<file path="config.mk">
export PLATFORM = sky130hd
export DESIGN_NAME = thread_priority_word_codec
export DESIGN_NICKNAME = d
export VERILOG_FILES = /design/src/tpwc_pkg.sv /design/src/tpwc_codec.sv /design/src/thread_priority_word_codec.sv
export SDC_FILE = /design/constraint.sdc
export NUM_CORES = 1
export LEC_CHECK = 0
export BUFFER_PORTS_ARGS = -buffer_cell sky130_fd_sc_hd__buf_2
export CAP_MARGIN = 15
export CORE_UTILIZATION = 40
export CTS_BUF_LIST = sky130_fd_sc_hd__clkbuf_4
export DETAILED_ROUTE_END_ITERATION = 12
export SYNTH_ARGS = -nofsm -noshare
export SYNTH_HDL_FRONTEND = slang
export SYNTH_SLANG_ARGS = --single-unit
export TNS_END_PERCENT = 20
</file>
<file path="constraint.sdc">
create_clock -name aclk -period 8.6 [get_ports aclk]
set_input_delay 1.29 -clock aclk [delete_from_list [all_inputs] [get_ports aclk]]
set_output_delay 1.29 -clock aclk [all_outputs]
set_load 0.01 [all_outputs]
</file>
<file path="src/tpwc_pkg.sv">
// package for the thread priority word codec: beat types, codes and class tables
package tpwc_pkg;

    localparam int WORD_W   = 32;
    localparam int CLASS_W  = 8;
    localparam int CODE_W   = 6;
    localparam int LEVEL_W  = 3;
    localparam int LEVELS   = 6;
    localparam int REL_W    = 9;
    localparam int SCHED_W  = 16;

    // word layout
    localparam int LEVEL_LSB    = 8;
    localparam int OVR_LSB      = 14;
    localparam int OVR_FLAG_BIT = 23;
    localparam int EVENT_BIT    = 25;
    localparam int SCHED_BIT    = 29;
    localparam int FLAGS_LSB    = 24;

    localparam logic signed [REL_W-1:0] MIN_RELATIVE = -9'sd15;

    typedef enum logic [1:0] {
        MODE_QOS_ENC   = 2'd0,
        MODE_QOS_DEC   = 2'd1,
        MODE_SCHED_ENC = 2'd2,
        MODE_SCHED_DEC = 2'd3
    } mode_t;

    // input beat payload, last field in the lowest bits
    typedef struct packed {
        logic [WORD_W-1:0]       priority_in;
        logic [WORD_W-1:0]       sched_priority;
        logic [7:0]              flag_byte;
        logic signed [7:0]       relative_priority;
        logic [CLASS_W-1:0]      override_class;
        logic [CLASS_W-1:0]      qos_class;
    } in_item_t;

    // result beat payload, last field in the lowest bits
    typedef struct packed {
        logic [1:0]              pad;
        logic                    override_ok;
        logic [SCHED_W-1:0]      sched_out;
        logic [7:0]              flag_byte_out;
        logic signed [REL_W-1:0] relative_out;
        logic [CODE_W-1:0]       override_class_out;
        logic [CODE_W-1:0]       qos_class_out;
        logic [WORD_W-1:0]       priority_out;
    } out_item_t;

    function automatic logic [LEVEL_W-1:0] level_of_class(input logic [CLASS_W-1:0] c);
        logic [LEVEL_W-1:0] lv;
        lv = 3'd0;
        case (c)
            8'h05:   lv = 3'd1;
            8'h09:   lv = 3'd2;
            8'h11:   lv = 3'd3;
            8'h15:   lv = 3'd4;
            8'h19:   lv = 3'd5;
            8'h21:   lv = 3'd6;
            default: lv = 3'd0;
        endcase
        return lv;
    endfunction

    function automatic logic [CODE_W-1:0] class_of_level(input logic [LEVEL_W-1:0] lv);
        logic [CODE_W-1:0] c;
        c = 6'h00;
        case (lv)
            3'd1:    c = 6'h05;
            3'd2:    c = 6'h09;
            3'd3:    c = 6'h11;
            3'd4:    c = 6'h15;
            3'd5:    c = 6'h19;
            3'd6:    c = 6'h21;
            default: c = 6'h00;
        endcase
        return c;
    endfunction

    function automatic logic [LEVELS-1:0] level_onehot(input logic [LEVEL_W-1:0] lv);
        logic [LEVELS-1:0] oh;
        oh = '0;
        case (lv)
            3'd1:    oh = 6'b000001;
            3'd2:    oh = 6'b000010;
            3'd3:    oh = 6'b000100;
            3'd4:    oh = 6'b001000;
            3'd5:    oh = 6'b010000;
            3'd6:    oh = 6'b100000;
            default: oh = '0;
        endcase
        return oh;
    endfunction

    // lowest set bit wins, zero when none
    function automatic logic [LEVEL_W-1:0] lowest_level(input logic [LEVELS-1:0] bits);
        logic [LEVEL_W-1:0] lv;
        lv = 3'd0;
        for (int i = LEVELS - 1; i >= 0; i--) begin
            if (bits[i]) begin
                lv = LEVEL_W'(i + 1);
            end
        end
        return lv;
    endfunction

endpackage

</file>
<file path="src/tpwc_codec.sv">
// combinational encode/decode of one priority word beat
module tpwc_codec
    import tpwc_pkg::*;
(
    input  mode_t     mode,
    input  in_item_t  item,
    output out_item_t result
);

    logic [WORD_W-1:0]       p;
    logic [LEVEL_W-1:0]      enc_lv;
    logic [LEVEL_W-1:0]      enc_ov;
    logic                    clean;
    logic                    has_lv;
    logic                    has_ov;
    logic [LEVEL_W-1:0]      dec_lv;
    logic [LEVEL_W-1:0]      dec_ov;
    logic signed [REL_W-1:0] dec_rel;

    assign p      = item.priority_in;
    assign enc_lv = level_of_class(item.qos_class);
    assign enc_ov = level_of_class(item.override_class);

    // sched or event flag hides level and override
    assign clean   = !p[SCHED_BIT] && !p[EVENT_BIT];
    assign has_lv  = clean && (|p[LEVEL_LSB +: LEVELS]);
    // override field spans bits 21:14, only 19:14 decode to a level
    assign has_ov  = clean && p[OVR_FLAG_BIT] && (|p[OVR_LSB +: 8]);
    assign dec_lv  = has_lv ? lowest_level(p[LEVEL_LSB +: LEVELS]) : '0;
    assign dec_ov  = has_ov ? lowest_level(p[OVR_LSB +: LEVELS]) : '0;
    assign dec_rel = $signed({p[7], p[7:0]}) + 9'sd1;

    always_comb begin
        result = '0;
        case (mode)
            MODE_QOS_ENC: begin
                result.priority_out[FLAGS_LSB +: 8] = item.flag_byte;
                if (enc_lv != '0) begin
                    result.priority_out[LEVEL_LSB +: LEVELS] = level_onehot(enc_lv);
                    result.priority_out[7:0] = 8'(item.relative_priority - 8'sd1);
                end
                if (enc_ov != '0) begin
                    result.priority_out[OVR_LSB +: LEVELS] = level_onehot(enc_ov);
                    result.priority_out[OVR_FLAG_BIT]      = 1'b1;
                end
            end
            MODE_QOS_DEC: begin
                result.qos_class_out      = class_of_level(dec_lv);
                result.override_class_out = class_of_level(dec_ov);
                result.relative_out       = has_lv ? dec_rel : '0;
                result.flag_byte_out      = p[FLAGS_LSB +: 8];
                result.override_ok        = has_lv && (dec_rel <= 9'sd0)
                                            && (dec_rel >= MIN_RELATIVE);
            end
            MODE_SCHED_ENC: begin
                result.priority_out = item.sched_priority;
                result.priority_out[FLAGS_LSB +: 8] = item.flag_byte
                                                      | item.sched_priority[FLAGS_LSB +: 8];
                result.priority_out[SCHED_BIT] = 1'b1;
            end
            MODE_SCHED_DEC: begin
                result.flag_byte_out = p[FLAGS_LSB +: 8];
                result.flag_byte_out[SCHED_BIT - FLAGS_LSB] = 1'b0;
                result.sched_out = p[SCHED_BIT] ? p[SCHED_W-1:0] : '0;
            end
            default: begin
                result = '0;
            end
        endcase
    end

endmodule

</file>
<file path="src/thread_priority_word_codec.sv">
// top level of the thread priority word codec: input stage, codec, result stage
//
// usage
//   s_ channel: one beat per conversion; s_tuser carries the mode
//     (0 qos encode, 1 qos decode, 2 sched encode, 3 sched decode),
//     s_tdata carries the class codes, relative priority, flag byte,
//     scheduler priority and the word to decode
//   m_ channel: one result beat per input beat, same order; fields that
//     the mode does not produce are zero
//   path: an accepted s_ beat is held in the input register, passes the
//     codec and is taken into the result register that drives m_tvalid
//   throughput: one beat per cycle while m_tready is high; the only loop
//     is the two-stage valid/ready chain, the codec itself is combinational
//   stall: while m_tready is low the result register holds its beat and
//     the input register can still take one more beat; s_tready drops
//     only when both stages are full and m_tready is low
//   reset: aresetn low clears both valid flags, so a beat held in either
//     stage is dropped; the payload registers are not reset
module thread_priority_word_codec
    import tpwc_pkg::*;
(
    input  logic        aclk,
    input  logic        aresetn,
    // slave side
    input  logic        s_tvalid,
    output logic        s_tready,
    // qos_class, override_class, relative_priority, flag_byte,
    // sched_priority, priority_in
    input  logic [95:0] s_tdata,
    // mode
    input  logic [1:0]  s_tuser,
    // master side
    output logic        m_tvalid,
    input  logic        m_tready,
    // priority_out, qos_class_out, override_class_out, relative_out,
    // flag_byte_out, sched_out, override_ok, two zero bits
    output logic [79:0] m_tdata
);

    // input stage
    logic      in_valid_reg, in_valid_next;
    in_item_t  in_item_reg,  in_item_next;
    mode_t     in_mode_reg,  in_mode_next;

    // result stage
    logic      out_valid_reg, out_valid_next;
    out_item_t out_item_reg,  out_item_next;

    out_item_t codec_result;
    logic      out_advance;

    // result stage moves when empty or its beat is taken
    assign out_advance = !out_valid_reg || m_tready;
    // input stage takes a beat when empty or draining into the result stage
    assign s_tready    = !in_valid_reg || out_advance;

    tpwc_codec u_codec (
        .mode   (in_mode_reg),
        .item   (in_item_reg),
        .result (codec_result)
    );

    always_comb begin
        in_valid_next = in_valid_reg;
        in_item_next  = in_item_reg;
        in_mode_next  = in_mode_reg;
        if (s_tready) begin
            in_valid_next = s_tvalid;
            in_item_next  = in_item_t'(s_tdata);
            in_mode_next  = mode_t'(s_tuser);
        end
    end

    always_comb begin
        out_valid_next = out_valid_reg;
        out_item_next  = out_item_reg;
        if (out_advance) begin
            out_valid_next = in_valid_reg;
            out_item_next  = codec_result;
        end
    end

    always_ff @(posedge aclk) begin
        if (!aresetn) begin
            in_valid_reg  <= 1'b0;
            out_valid_reg <= 1'b0;
        end else begin
            in_valid_reg  <= in_valid_next;
            out_valid_reg <= out_valid_next;
        end
    end

    // payload registers, no reset
    always_ff @(posedge aclk) begin
        in_item_reg  <= in_item_next;
        in_mode_reg  <= in_mode_next;
        out_item_reg <= out_item_next;
    end

    assign m_tvalid = out_valid_reg;
    assign m_tdata  = out_item_reg;

endmodule

</file>
==> run metrics <==
Post-DRT Antenna Nets 0; Worst Setup End Kind output port; Slew Viols, Final 0; routed wire length about 12000 µm; GRT Max-Usage Layer met2; Placeable Area approximately 16000 µm²; Final setup viols 0; placed inst area just under 8000 µm²; Max-slew headroom between 30% and 40%; Switch Pwr about 0.37 mW; setup ws final slightly above 5000 ps; Hold Crit Class reg -> reg; hold_buf cts 0; RSZ-0062 raised after global routing no; required time worst endpoint ~7300 ps; Setup WS pre-CTS 5090 ps; FFs w/ async S/R, synth 0%; main area contributors after synthesis edfxtp_1 78%, and2_1 2.9%, nor2_1 2.3%, nand2_1 1.4%, a21oi_1 1.2%; RR Startpoint in_mode_reg[1]$_DFFE_PP_; gpl congestion around 0.83; GRT overflow 0; die width 130 µm; first-pass GRT wire length 18700 µm; post-CTS setup buffer count 0; Post-synth EDFFs around 170; dominant cell type by area after synthesis edfxtp_1; die area around 17000 µm²; Synth Area per Inst around 16 µm²; # placed instances about 800; Hold Fails Final Rpt 0; max FFs per register 94; pwr dens 204 nW/µm²; CTS buffer count 17; hold endpoint m_tdata[55]$_DFFE_PP_; vias in the first global route between 3000 and 4000; GR Util met3 roughly 5%; Design Power roughly 1.6 mW; peak supply drop 95.8 µV; kind of critical path in -> out; post-DR wirelength/cell about 15 µm; drt pass-1 iters 6; Synth top area share ~80%; setup_tns 0 ps; area of the multi-input gates ~1300 µm²; CTS resizes 0; vias after detailed routing around 3900; Hold WS roughly 540 ps; Register Area between 5000 and 6000 µm²; Worst Hold Launch in_item_reg[90]$_DFFE_PP_; worst hold stages 1; Combinational Power Share around 6.5%; clock root buffer master clkbuf_4; Nets around 710; Cells after Synth 412; switching share of total power a little under a quarter; final std cells w/o fill a little over 800; met2 Usage GRT between 20% and 30%; DP HPWL around 8400 µm; Final Critical Period approximately 3500 ps; largest net degree at the start of global routing 77; die height ~130 µm; Critical Path Start Type input port; CTS tree built; Max Buffers Root-to-Sink 2; total number of H-tree levels 4; FMAX 287 MHz; final core occ 50.3%; Unique masters post-synth 47; initial DRC count between 100 and 150; area grow syn2layout 22.3%; FF-to-FF path depth 4; Reg clk slew, reported paths 130 ps; layout cells sized above 1 36.5%; drt drc 0; RR Endpoint m_tdata[77]$_SDFFCE_PN0P_; most common cell after layout, fill and taps aside buf_2; Least-Margin Pin Slew a little over 1000 ps; I/O Pins roughly 180; routing usage on met1 around 17%; Starting Density 41.1%; number of synthesized register bits ~170; IO Port Bufs 177; clock power share 32.0%; Synthesis Warnings 0; Fin Clk Skew 24.0 ps; sequential area share after synthesis 79.1%; GRT Total Usage 15.2%; r2r setup slk 6370 ps; fin area slightly above 8000 µm²; most frequent cells in the layout 177 x buf_2, 172 x edfxtp_1, 40 x nor2_1; insertion delay to the later sink of the worst-skew pair 550 ps; Worst Path Arrival approximately 2200 ps; critical-path maximum fanout 23; status finished, final reports clean; Static Leak 3.37 nW; Reg power frac just over 60%; total clock sinks between 150 and 200; Vias per Instance around 4.7; final worst path period share around two fifths; initial antenna violation count 1; predominant post-synthesis flop cell edfxtp_1; Pint 1.27 mW; fill count 1440; Post-Syn Area 6580 µm²; Site Rows 46; total of max-cap violations 0
Yosys cell counts, types with 2 or more instances:
| library cell | instances |
|---|---|
| inv_1 | 13 |
| nor3_1 | 8 |
| nor4_1 | 4 |
| a32o_1 | 3 |
| o32ai_1 | 2 |
| o31ai_1 | 3 |
| nor2b_1 | 5 |
| nor3b_1 | 7 |
| o21ai_2 | 2 |
| nand2_1 | 24 |
| o21ai_0 | 11 |
| nor4b_1 | 2 |
| buf_4 | 4 |
| nand3_1 | 8 |
| ha_1 | 3 |
| and2_1 | 30 |
| or3_1 | 2 |
| o21a_1 | 3 |
| clkbuf_1 | 10 |
| dfxtp_1 | 2 |
| nor2_1 | 40 |
| a21oi_1 | 16 |
| nand2b_1 | 4 |
| edfxtp_1 | 172 |
| xnor2_1 | 9 |
| a32oi_1 | 4 |
worst max-delay path, cell delays in order:
cell and delay (ps):
buf_2 100, nor2b_1 340, nand2_4 250, buf_2 210
power by group through the flow:
| stage | Clock, mW | Sequential, mW | Combinational [mW] |
|---|---|---|---|
| 2_1_floorplan | 0 | 1.03 | 0.0423 |
| 5_1_grt | 0.576 | 1.02 | 0.119 |
| 6_report | 0.525 | 1.01 | 0.106 |
| 3_5_place_dp | 0 | 1.03 | 0.108 |
| 3_3_place_gp | 0 | 1.03 | 0.106 |
| 4_1_cts | 0.547 | 1.01 | 0.109 |
cell families (layout without fill, tap and decap cells):
family	after synthesis	in the layout	synth area share, %
DFF	174	174	79.1
and+or+nand+nor	142	142	11.4
AOI/OAI and AO/OA	52	52	5.34
buffers and inverters	28	226	1.84
xor gates and xnor gates	10	10	1.33
adders and majority gates	3	3	0.570
muxes	2	2	0.323
other	1	5	0.0570
worst max-delay path by stage:
stage,from,endpoint,slack [ps]
2_1_floorplan,m_tready,s_tready,3870
3_5_place_dp,m_tready,s_tready,5090
6_report,m_tready,s_tready,5110
3_3_place_gp,m_tready,s_tready,5120
5_1_grt,m_tready,s_tready,5030
4_1_cts,m_tready,s_tready,5090
routing by layer:
| metal | up-vias | wire, µm |
|---|---|---|
| met2 | 129 | 6350 |
| met4 | 0 | 185 |
| met5 | - | 0 |
| li1 | 1915 | - |
| met3 | 12 | 762 |
| met1 | 1835 | 4950 |
layout make-up:
class	count	share of cell area [%]
clock inverters	15	2.56
inverters	13	0.622
flip-flops and latches	174	64.6
multi-input cells	213	15.8
clock buffers	17	1.59
repair buffers	181	11.4
well taps	216	3.36
diodes	1	0.0311
Note: power is estimated with default switching activity, not from simulation.
